$ cat config.mk
export PLATFORM = sky130hd
export DESIGN_NAME = ps2_mouse_packet_tracker_top
export DESIGN_NICKNAME = d
export VERILOG_FILES = /design/src/sv/pmt_pkg.sv /design/src/sv/ps2_mouse_packet_tracker_top.sv /design/src/sv/pmt_divider.sv /design/src/sv/pmt_packet.sv
export SDC_FILE = /design/constraint.sdc
export NUM_CORES = 1
export LEC_CHECK = 0
export BUFFER_PORTS_ARGS = -buffer_cell sky130_fd_sc_hd__buf_2
export CORE_MARGIN = 2
export CORE_UTILIZATION = 50
export DETAILED_ROUTE_END_ITERATION = 7
export MAX_ROUTING_LAYER = met4
export PLACE_DENSITY_LB_ADDON = 0.15
export REMOVE_ABC_BUFFERS = 1
export SYNTH_ARGS = -nofsm -noshare
export SYNTH_HDL_FRONTEND = slang
export SYNTH_HIERARCHICAL = 1
export SYNTH_SLANG_ARGS = --single-unit
$ cat constraint.sdc
create_clock -name clock -period 10.1 [get_ports clock]
set_input_delay 1.515 -clock clock [delete_from_list [all_inputs] [get_ports clock]]
set_output_delay 1.515 -clock clock [all_outputs]
set_load 0.005 [all_outputs]
$ cat src/sv/pmt_pkg.sv
// ----------------------------------------------------------------------------
// pmt_pkg
// Types and constants of the PS/2 mouse packet tracker.
// ----------------------------------------------------------------------------
package pmt_pkg;

   localparam int POS_W    = 15;
   localparam int SCR_W    = 16;
   localparam int OUTL_W   = 8;
   localparam int BYTE_W   = 8;
   localparam int CSR_IDX_W = 3;
   localparam int CSR_DAT_W = 16;
   localparam int PROD_W   = POS_W + SCR_W;
   // quotient never exceeds the span, so only SCR_W quotient bits are developed
   localparam int DIV_STEPS = SCR_W;
   localparam int DIV_CNT_W = $clog2(DIV_STEPS + 1);

   // register indexes
   localparam logic [CSR_IDX_W-1:0] CSR_LIMIT_X  = 3'd0;
   localparam logic [CSR_IDX_W-1:0] CSR_LIMIT_Y  = 3'd1;
   localparam logic [CSR_IDX_W-1:0] CSR_SPAN_X   = 3'd2;
   localparam logic [CSR_IDX_W-1:0] CSR_SPAN_Y   = 3'd3;
   localparam logic [CSR_IDX_W-1:0] CSR_OUTLIER_DX = 3'd4;
   localparam logic [CSR_IDX_W-1:0] CSR_OUTLIER_DY = 3'd5;

   // register reset values
   localparam logic [POS_W-1:0]  LIMIT_X_RST  = 15'd1000;
   localparam logic [POS_W-1:0]  LIMIT_Y_RST  = 15'd750;
   localparam logic [SCR_W-1:0]  SPAN_X_RST   = 16'd79;
   localparam logic [SCR_W-1:0]  SPAN_Y_RST   = 16'd24;
   localparam logic [OUTL_W-1:0] OUTLIER_RST  = 8'd150;

   // header bit positions
   localparam int HDR_ALWAYS_ONE = 3;
   localparam int HDR_SIGN_X     = 4;
   localparam int HDR_SIGN_Y     = 5;
   localparam int HDR_OVF_X      = 6;
   localparam int HDR_OVF_Y      = 7;

   typedef enum logic [3:0] {
      ST_IDLE = 4'b0001,
      ST_LOAD = 4'b0010,
      ST_DIV  = 4'b0100,
      ST_DONE = 4'b1000
   } seq_state_type;

   // status from the packet assembler to the sequencer
   typedef struct packed {
      logic       fire;      // complete packet accepted, positions updated
      logic [2:0] buttons;   // middle, right, left
   } pkt_stat_type;

endpackage

$ cat src/sv/ps2_mouse_packet_tracker_top.sv
// ----------------------------------------------------------------------------
// ps2_mouse_packet_tracker_top
// PS/2 mouse packet tracker: position and screen coordinate per packet.
// ----------------------------------------------------------------------------
//  channel | direction | handshake             | payload
//  req     | in        | req_valid/req_ready   | req_rx_byte
//  rsp     | out       | rsp_valid/rsp_ready   | rsp_pos_x/y, rsp_scr_x/y, buttons
//  csr     | in        | csr_valid/csr_ready   | csr_index, csr_data
//
//  Header and x-delta bytes are taken while the sequencer is idle. A third byte
//  that completes a good packet runs, per axis, a multiply/load state and 16
//  divider steps, both axes sharing one serial divider, then a done state.
//  A stalled result waits in the output register while new bytes are taken;
//  the next packet result waits in the done state until the old one leaves.
//  Synchronous active-high reset clears state and position and restores the
//  register defaults.
// ----------------------------------------------------------------------------
module ps2_mouse_packet_tracker_top (
   input  logic                             clock,
   input  logic                             reset,
   input  logic                             req_valid,
   output logic                             req_ready,
   input  logic [pmt_pkg::BYTE_W-1:0]       req_rx_byte,
   output logic                             rsp_valid,
   input  logic                             rsp_ready,
   output logic [pmt_pkg::POS_W-1:0]        rsp_pos_x,
   output logic [pmt_pkg::POS_W-1:0]        rsp_pos_y,
   output logic [pmt_pkg::SCR_W-1:0]        rsp_scr_x,
   output logic [pmt_pkg::SCR_W-1:0]        rsp_scr_y,
   output logic                             rsp_button_left,
   output logic                             rsp_button_right,
   output logic                             rsp_button_middle,
   input  logic                             csr_valid,
   output logic                             csr_ready,
   input  logic [pmt_pkg::CSR_IDX_W-1:0]    csr_index,
   input  logic [pmt_pkg::CSR_DAT_W-1:0]    csr_data
);
   import pmt_pkg::*;

   logic [POS_W-1:0]  lim_x_ff, lim_y_ff;
   logic [SCR_W-1:0]  span_x_ff, span_y_ff;
   logic [OUTL_W-1:0] outl_x_ff, outl_y_ff;

   seq_state_type     state_ff, state_in;
   logic              axis_ff, axis_in;
   logic [SCR_W-1:0]  scr_x_ff, scr_x_in;
   logic [SCR_W-1:0]  scr_y_ff, scr_y_in;
   logic              rsp_valid_ff, rsp_valid_in;
   logic              load_rsp;

   logic [POS_W-1:0]  rsp_px_ff, rsp_py_ff;
   logic [SCR_W-1:0]  rsp_sx_ff, rsp_sy_ff;
   logic [2:0]        rsp_btn_ff;

   logic              req_accept;
   pkt_stat_type      pkt_stat;
   logic [POS_W-1:0]  pos_x, pos_y;
   logic [POS_W-1:0]  pos_sel, lim_sel;
   logic [SCR_W-1:0]  span_sel;
   logic [PROD_W-1:0] product;
   logic              div_start, div_done;
   logic [SCR_W-1:0]  quotient, scr_val;

   // configuration registers
   assign csr_ready = 1'b1;

   always_ff @(posedge clock) begin
      if (reset) begin
         lim_x_ff  <= LIMIT_X_RST;
         lim_y_ff  <= LIMIT_Y_RST;
         span_x_ff <= SPAN_X_RST;
         span_y_ff <= SPAN_Y_RST;
         outl_x_ff <= OUTLIER_RST;
         outl_y_ff <= OUTLIER_RST;
      end else if (csr_valid) begin
         case (csr_index)
            CSR_LIMIT_X:    lim_x_ff  <= csr_data[POS_W-1:0];
            CSR_LIMIT_Y:    lim_y_ff  <= csr_data[POS_W-1:0];
            CSR_SPAN_X:     span_x_ff <= csr_data;
            CSR_SPAN_Y:     span_y_ff <= csr_data;
            CSR_OUTLIER_DX: outl_x_ff <= csr_data[OUTL_W-1:0];
            CSR_OUTLIER_DY: outl_y_ff <= csr_data[OUTL_W-1:0];
            default: ;
         endcase
      end
   end

   assign req_ready  = (state_ff == ST_IDLE);
   assign req_accept = req_valid && req_ready;

   pmt_packet u_packet (
      .clock      (clock),
      .reset      (reset),
      .accept     (req_accept),
      .rx_byte    (req_rx_byte),
      .limit_x    (lim_x_ff),
      .limit_y    (lim_y_ff),
      .outlier_dx (outl_x_ff),
      .outlier_dy (outl_y_ff),
      .stat       (pkt_stat),
      .pos_x      (pos_x),
      .pos_y      (pos_y)
   );

   assign pos_sel   = axis_ff ? pos_y : pos_x;
   assign lim_sel   = axis_ff ? lim_y_ff : lim_x_ff;
   assign span_sel  = axis_ff ? span_y_ff : span_x_ff;
   assign product   = PROD_W'(pos_sel) * PROD_W'(span_sel);
   assign div_start = (state_ff == ST_LOAD);
   // a zero limit maps the axis to column zero
   assign scr_val   = (lim_sel == '0) ? '0 : quotient;

   pmt_divider u_divider (
      .clock    (clock),
      .reset    (reset),
      .start    (div_start),
      .dividend (product),
      .divisor  (lim_sel),
      .done     (div_done),
      .quotient (quotient)
   );

   always_comb begin
      state_in = state_ff;
      axis_in  = axis_ff;
      scr_x_in = scr_x_ff;
      scr_y_in = scr_y_ff;
      load_rsp = 1'b0;
      case (state_ff)
         ST_IDLE: begin
            if (pkt_stat.fire) begin
               axis_in  = 1'b0;
               state_in = ST_LOAD;
            end
         end
         ST_LOAD: begin
            state_in = ST_DIV;
         end
         ST_DIV: begin
            if (div_done) begin
               if (axis_ff) begin
                  scr_y_in = scr_val;
                  state_in = ST_DONE;
               end else begin
                  scr_x_in = scr_val;
                  axis_in  = 1'b1;
                  state_in = ST_LOAD;
               end
            end
         end
         ST_DONE: begin
            if (!rsp_valid_ff || rsp_ready) begin
               load_rsp = 1'b1;
               state_in = ST_IDLE;
            end
         end
         default: state_in = ST_IDLE;
      endcase
   end

   always_comb begin
      rsp_valid_in = rsp_valid_ff;
      if (load_rsp)
         rsp_valid_in = 1'b1;
      else if (rsp_ready)
         rsp_valid_in = 1'b0;
   end

   always_ff @(posedge clock) begin
      if (reset) begin
         state_ff     <= ST_IDLE;
         axis_ff      <= 1'b0;
         rsp_valid_ff <= 1'b0;
      end else begin
         state_ff     <= state_in;
         axis_ff      <= axis_in;
         rsp_valid_ff <= rsp_valid_in;
      end
   end

   always_ff @(posedge clock) begin
      scr_x_ff <= scr_x_in;
      scr_y_ff <= scr_y_in;
      if (load_rsp) begin
         rsp_px_ff  <= pos_x;
         rsp_py_ff  <= pos_y;
         rsp_sx_ff  <= scr_x_ff;
         rsp_sy_ff  <= scr_y_ff;
         rsp_btn_ff <= pkt_stat.buttons;
      end
   end

   assign rsp_valid         = rsp_valid_ff;
   assign rsp_pos_x         = rsp_px_ff;
   assign rsp_pos_y         = rsp_py_ff;
   assign rsp_scr_x         = rsp_sx_ff;
   assign rsp_scr_y         = rsp_sy_ff;
   assign rsp_button_left   = rsp_btn_ff[0];
   assign rsp_button_right  = rsp_btn_ff[1];
   assign rsp_button_middle = rsp_btn_ff[2];

endmodule

$ cat src/sv/pmt_divider.sv
// ----------------------------------------------------------------------------
// pmt_divider
// Restoring divider, one quotient bit per cycle, 16 steps.
// ----------------------------------------------------------------------------
module pmt_divider (
   input  logic                         clock,
   input  logic                         reset,
   input  logic                         start,
   input  logic [pmt_pkg::PROD_W-1:0]   dividend,
   input  logic [pmt_pkg::POS_W-1:0]    divisor,
   output logic                         done,
   output logic [pmt_pkg::SCR_W-1:0]    quotient
);
   import pmt_pkg::*;

   logic [POS_W-1:0]     rem_ff, rem_in;
   logic [SCR_W-1:0]     quo_ff, quo_in;
   logic [POS_W-1:0]     dvs_ff, dvs_in;
   logic [DIV_CNT_W-1:0] cnt_ff, cnt_in;
   logic                 done_ff, done_in;
   logic [POS_W:0]       trial;
   logic [POS_W:0]       diff;
   logic                 ge;

   assign trial = {rem_ff, quo_ff[SCR_W-1]};
   assign ge    = trial >= {1'b0, dvs_ff};
   assign diff  = trial - {1'b0, dvs_ff};

   always_comb begin
      rem_in  = rem_ff;
      quo_in  = quo_ff;
      dvs_in  = dvs_ff;
      cnt_in  = cnt_ff;
      done_in = 1'b0;
      if (start) begin
         // upper bits are already below the divisor since the quotient fits SCR_W
         rem_in = dividend[PROD_W-1:SCR_W];
         quo_in = dividend[SCR_W-1:0];
         dvs_in = divisor;
         cnt_in = DIV_CNT_W'(DIV_STEPS);
      end else if (cnt_ff != '0) begin
         rem_in  = ge ? diff[POS_W-1:0] : trial[POS_W-1:0];
         quo_in  = {quo_ff[SCR_W-2:0], ge};
         cnt_in  = cnt_ff - 1'b1;
         done_in = (cnt_ff == DIV_CNT_W'(1));
      end
   end

   always_ff @(posedge clock) begin
      if (reset) begin
         cnt_ff  <= '0;
         done_ff <= 1'b0;
      end else begin
         cnt_ff  <= cnt_in;
         done_ff <= done_in;
      end
   end

   always_ff @(posedge clock) begin
      rem_ff <= rem_in;
      quo_ff <= quo_in;
      dvs_ff <= dvs_in;
   end

   assign done     = done_ff;
   assign quotient = quo_ff;

endmodule

$ cat src/sv/pmt_packet.sv
// ----------------------------------------------------------------------------
// pmt_packet
// Assembles 3-byte packets, filters them and moves the clamped position.
// ----------------------------------------------------------------------------
module pmt_packet (
   input  logic                          clock,
   input  logic                          reset,
   input  logic                          accept,
   input  logic [pmt_pkg::BYTE_W-1:0]    rx_byte,
   input  logic [pmt_pkg::POS_W-1:0]     limit_x,
   input  logic [pmt_pkg::POS_W-1:0]     limit_y,
   input  logic [pmt_pkg::OUTL_W-1:0]    outlier_dx,
   input  logic [pmt_pkg::OUTL_W-1:0]    outlier_dy,
   output pmt_pkg::pkt_stat_type         stat,
   output logic [pmt_pkg::POS_W-1:0]     pos_x,
   output logic [pmt_pkg::POS_W-1:0]     pos_y
);
   import pmt_pkg::*;

   logic [1:0]        cnt_ff, cnt_in;
   logic [BYTE_W-1:0] hdr_ff, hdr_in;
   logic [BYTE_W-1:0] xb_ff, xb_in;
   logic [POS_W-1:0]  px_ff, px_in;
   logic [POS_W-1:0]  py_ff, py_in;

   logic signed [9:0] dx, dy;
   logic [9:0]        mag_x, mag_y;
   logic              ovf, outlier, fire;
   logic [POS_W-1:0]  new_x, new_y;

   function automatic logic [POS_W-1:0] move_axis(input logic [POS_W-1:0] pos,
                                                  input logic signed [9:0] d,
                                                  input logic [POS_W-1:0] lim);
      logic signed [POS_W+1:0] s;
      s = $signed({2'b00, pos}) + {{(POS_W-8){d[9]}}, d};
      if (s[POS_W+1])
         return '0;
      else if (s[POS_W:0] > {1'b0, lim})
         return lim;
      else
         return s[POS_W-1:0];
   endfunction

   assign dx    = $signed({hdr_ff[HDR_SIGN_X], hdr_ff[HDR_SIGN_X], xb_ff});
   assign dy    = -$signed({hdr_ff[HDR_SIGN_Y], hdr_ff[HDR_SIGN_Y], rx_byte});
   assign mag_x = dx[9] ? 10'(-dx) : 10'(dx);
   assign mag_y = dy[9] ? 10'(-dy) : 10'(dy);
   assign ovf     = hdr_ff[HDR_OVF_X] | hdr_ff[HDR_OVF_Y];
   assign outlier = (mag_x > {2'b00, outlier_dx}) | (mag_y > {2'b00, outlier_dy});
   assign fire    = accept && (cnt_ff == 2'd2) && !ovf && !outlier;
   assign new_x   = move_axis(px_ff, dx, limit_x);
   assign new_y   = move_axis(py_ff, dy, limit_y);

   always_comb begin
      cnt_in = cnt_ff;
      hdr_in = hdr_ff;
      xb_in  = xb_ff;
      px_in  = px_ff;
      py_in  = py_ff;
      if (accept) begin
         case (cnt_ff)
            2'd0: begin
               // resync: wait for a byte with the always-one flag
               if (rx_byte[HDR_ALWAYS_ONE]) begin
                  hdr_in = rx_byte;
                  cnt_in = 2'd1;
               end
            end
            2'd1: begin
               xb_in  = rx_byte;
               cnt_in = 2'd2;
            end
            default: begin
               cnt_in = 2'd0;
               if (fire) begin
                  px_in = new_x;
                  py_in = new_y;
               end
            end
         endcase
      end
   end

   always_ff @(posedge clock) begin
      if (reset) begin
         cnt_ff <= 2'd0;
         hdr_ff <= '0;
         xb_ff  <= '0;
         px_ff  <= '0;
         py_ff  <= '0;
      end else begin
         cnt_ff <= cnt_in;
         hdr_ff <= hdr_in;
         xb_ff  <= xb_in;
         px_ff  <= px_in;
         py_ff  <= py_in;
      end
   end

   assign stat.fire    = fire;
   assign stat.buttons = hdr_ff[2:0];
   assign pos_x        = px_ff;
   assign pos_y        = py_ff;

endmodule

==> results by group <==
Outcome
  • Status: completed

Timing
  • Hold Vio Cnt, Final: 0
  • Fin crit share: 77.2%
  • Fmax: 128 MHz
  • Unrepaired setup endpoints after global routing: false
  • Relative slew slack: under 10%
  • Setup slack after layout: approximately 2300 ps
  • Setup TNS Final: 0 ps
  • Clock Skew: 13.4 ps
  • Post-layout min period: roughly 8000 ps
  • Tightest Pin Transition: 1350 ps
  • Fin. max-slew vios: 0
  • Setup violators final: 0

Final layout
  • Final nets: 2905
  • Design area: 25000 um^2
  • Area added between synthesis and finish: 9.24%
  • Non-Filler Instances: between 3k and 4k
  • Share of cells above drive strength 1: 11.3%

Clocking
  • CTS max path bufs: 3
  • Hold-fix buffers, CTS: 0
  • Setup Buffers After CTS: 0
  • Worst-Skew Late Latency: between 500 and 600 ps
  • Post-CTS sizing: 0
  • CTS tree: built
  • Num CTS Buffers: 31
  • CTS root buf: clkbuf_16
  • Number of H-tree levels: 1
  • Clock Pin Slew Worst Setup and Hold Paths: 70 ps
  • Clock Sinks: 280

Critical path
  • Worst EP required: 10430 ps
  • Max Fanout on Critical Path: 44
  • CP Launch Type: register
  • Critical path endpoint category: register
  • Arrival time worst endpoint: 8120 ps
  • Reg2reg end: u_divider/rem_ff[14]
  • Cells on worst reg2reg path: 23
  • Worst R2R Start: axis_ff
  • Crit path kind: reg -> reg
  • R2R Setup Slk: between 2000 and 2500 ps

Worst hold path
  • Hold_sp: scr_y_ff[8]
  • Min-Delay Endpoint: rsp_scr_y[8]
  • Hold Path Depth: 0
  • Hold Path Class: reg -> reg

Global routing
  • Initial antenna violation count: 1
  • First-pass GRT wire length: a little under 100000 um
  • Global route total overflow: 0
  • Pin count of the biggest net entering global routing: 82
  • Vias in the first global route: about 18k
  • GRT Total Usage: 27.4%

Placement
  • Number of port buffers: 98
  • GPL Wtd Cong: 0.935
  • HPWL Detailed: slightly below 50000 um
  • Pre-CTS setup slack: ~2400 ps
  • DP Area: 23900 um^2
  • Post-placement cell count: 3060

Logic synthesis
  • Post-synth top area cell: edfxtp_1
  • Largest cells by area after synthesis: edfxtp_1 19%, fa_1 16%, dfxtp_1 12%
  • Mapped Cells: ~2.4k
  • Distinct cells, synth: 90
  • Synth warn: 6
  • Commonest register cell after synthesis: edfxtp_1
  • EDFF count, synth: 143
  • Yosys top cell area share: 18.8%
  • Post-synthesis sequential area ratio: 30.8%
  • Mean Syn Cell Area: 9.41 um^2
  • Count of state elements after synthesis: 280
  • Post-synth ARST share: 0%
  • Synthesized area: approximately 23000 um^2

Floorplanning
  • Starting Density: 50.5%
  • Die height: around 220 um
  • IO Count: 100
  • Core area: 45300 um^2
  • Row count: 78
  • Die ar.: 47400 um^2
  • Die Wd: ~220 um

Pwr
  • PwrDens: 144 nW/um^2
  • Tot Pwr: 0.00360 W
  • Max IR drop VDD: 0.000127 V
  • Pleak: 11.2 nW

Detailed routing
  • Drc violations: 0
  • First drt pass iteration count: 5
  • Routed WL per cell: just over 20 um
  • DR iter-0 viols: 1195
  • DR vias: 17.6k
  • Final antenna-violating net count: 0
  • Vias per std cell: between 5 and 6
  • Total Routed Length: 63000 um

Run
  • Max cap viols: 0
[cell usage after synthesis (all sizes together), types with 4 or more instances]
master / n
mux2i: 82
xnor2: 54
and3: 12
a211oi: 16
a31oi: 10
nand4b: 4
buf: 24
or3: 9
nand3b: 34
o211ai: 10
or2: 9
xor2: 24
a21o: 28
o21ai: 92
nand3: 25
fa: 183
a21oi: 134
nor3: 23
o21bai: 6
clkbuf: 65
nand4: 24
ha: 197
nand2: 338
nor4: 13
o21a: 13
nand2b: 11
nor4b: 5
and2: 11
o31ai: 8
nor2: 232
a2111oi: 5
nor2b: 38
inv: 305
mux2: 57
dfxtp: 137
edfxtp: 143
[sequential cells by signal, summed over array words and instances, names as in the netlist, 16 cells and up]
signal and count:
rsp_scr_x 16, rsp_scr_y 16, scr_x_ff 16, scr_y_ff 16
span_x_ff 16, span_y_ff 16, u_divider/quotient 16
[cell type report]
class / instances / area [um^2]
Antenna cell: 1 / 2.50
Clock buffer: 35 / 832
Clock inverter: 23 / 225
Fill cell: 4078 / 20300
Inverter: 305 / 1140
Multi-Input combinational cell: 1753 / 14300
Sequential cell: 280 / 7040
Tap cell: 600 / 751
Timing Repair Buffer: 122 / 671
[through the flow]
stage	hold WS (ps)	utilization (%)
2_1_floorplan	400	-
3_3_place_gp	403	52.8
3_5_place_dp	405	52.8
4_1_cts	420	55.1
5_1_grt	429	55.1
6_report	418	55.1
[critical path, cell delays in order, from the launching register on]
cell      delay, ps
dfxtp_4         750
mux2i_1        1150
nor2_1          170
fa_1            590
inv_1            60
fa_1            540
inv_1            40
ha_1            280
ha_1            280
inv_1            50
fa_1            510
fa_1            550
inv_1            40
ha_1            350
a21o_1          240
a31o_1          190
a31oi_1         340
o21ai_1         250
o211ai_1        390
o221ai_1        180
xnor2_1         150
and2_1          170
a31oi_1         140
nand3b_1         90
[worst max-delay path by stage]
stage	startpoint	to	slack (ps)
final	axis_ff	u_divider/rem_ff[14]	2310
after global routing	axis_ff	u_divider/rem_ff[14]	1880
after CTS	axis_ff	u_divider/rem_ff[14]	2370
after detailed placement	axis_ff	u_divider/rem_ff[14]	2390
after global placement	axis_ff	u_divider/rem_ff[14]	2510
after floorplan	state_ff[0]	u_divider/quotient[0]	610
[per-layer routing]
| layer | global-route usage (%) | part of all wire [%] | vias to the layer above |
|---|---|---|---|
| met3 | 3.18 | 4.7 | 103 |
| met2 | 47.2 | 49 | 487 |
| met4 | 8.93 | 3.4 | 0 |
| li1 | - | - | 8266 |
| met1 | 33.7 | 42 | 8776 |
| met5 | - | 0 | - |
[logic make-up (layout without fill, tap and decap cells)]
kind of cell,count (synthesis),count (layout),share of synthesized area [%]
simple gates,798,798,15.9
mux,139,139,6.40
flops,280,280,30.8
other cells,1,2,0.0164
fa+ha+maj,380,380,26.8
xor+xnor,78,78,2.99
buf+inv,394,485,6.74
compound gates,357,357,10.3
[report_power, final]
part / internal, W / switching, W
logic: 0.000405 / 0.000579
clock network: 0.000656 / 0.000510
registers: 0.00137 / 0.0000756
[cell usage in the layout (no fill, tap or decap), drive strengths merged, types with 6 or more instances in the layout]
master,count
or3,9
nor3,23
dfxtp,137
o21a,13
a21o,28
and3,12
inv,311
o21bai,6
or2,9
o31ai,8
xor2,24
mux2,57
edfxtp,143
nor4,13
nand2,338
buf,122
xnor2,54
clkinv,11
a211oi,16
fa,183
nand3b,34
a21oi,134
nand4,24
nor2,232
a31oi,10
mux2i,82
and2,11
nor2b,38
o211ai,10
ha,197
o21ai,92
clkbuf,35
nand3,25
nand2b,11
No activity file was read; power rests on OpenSTA's default activity.
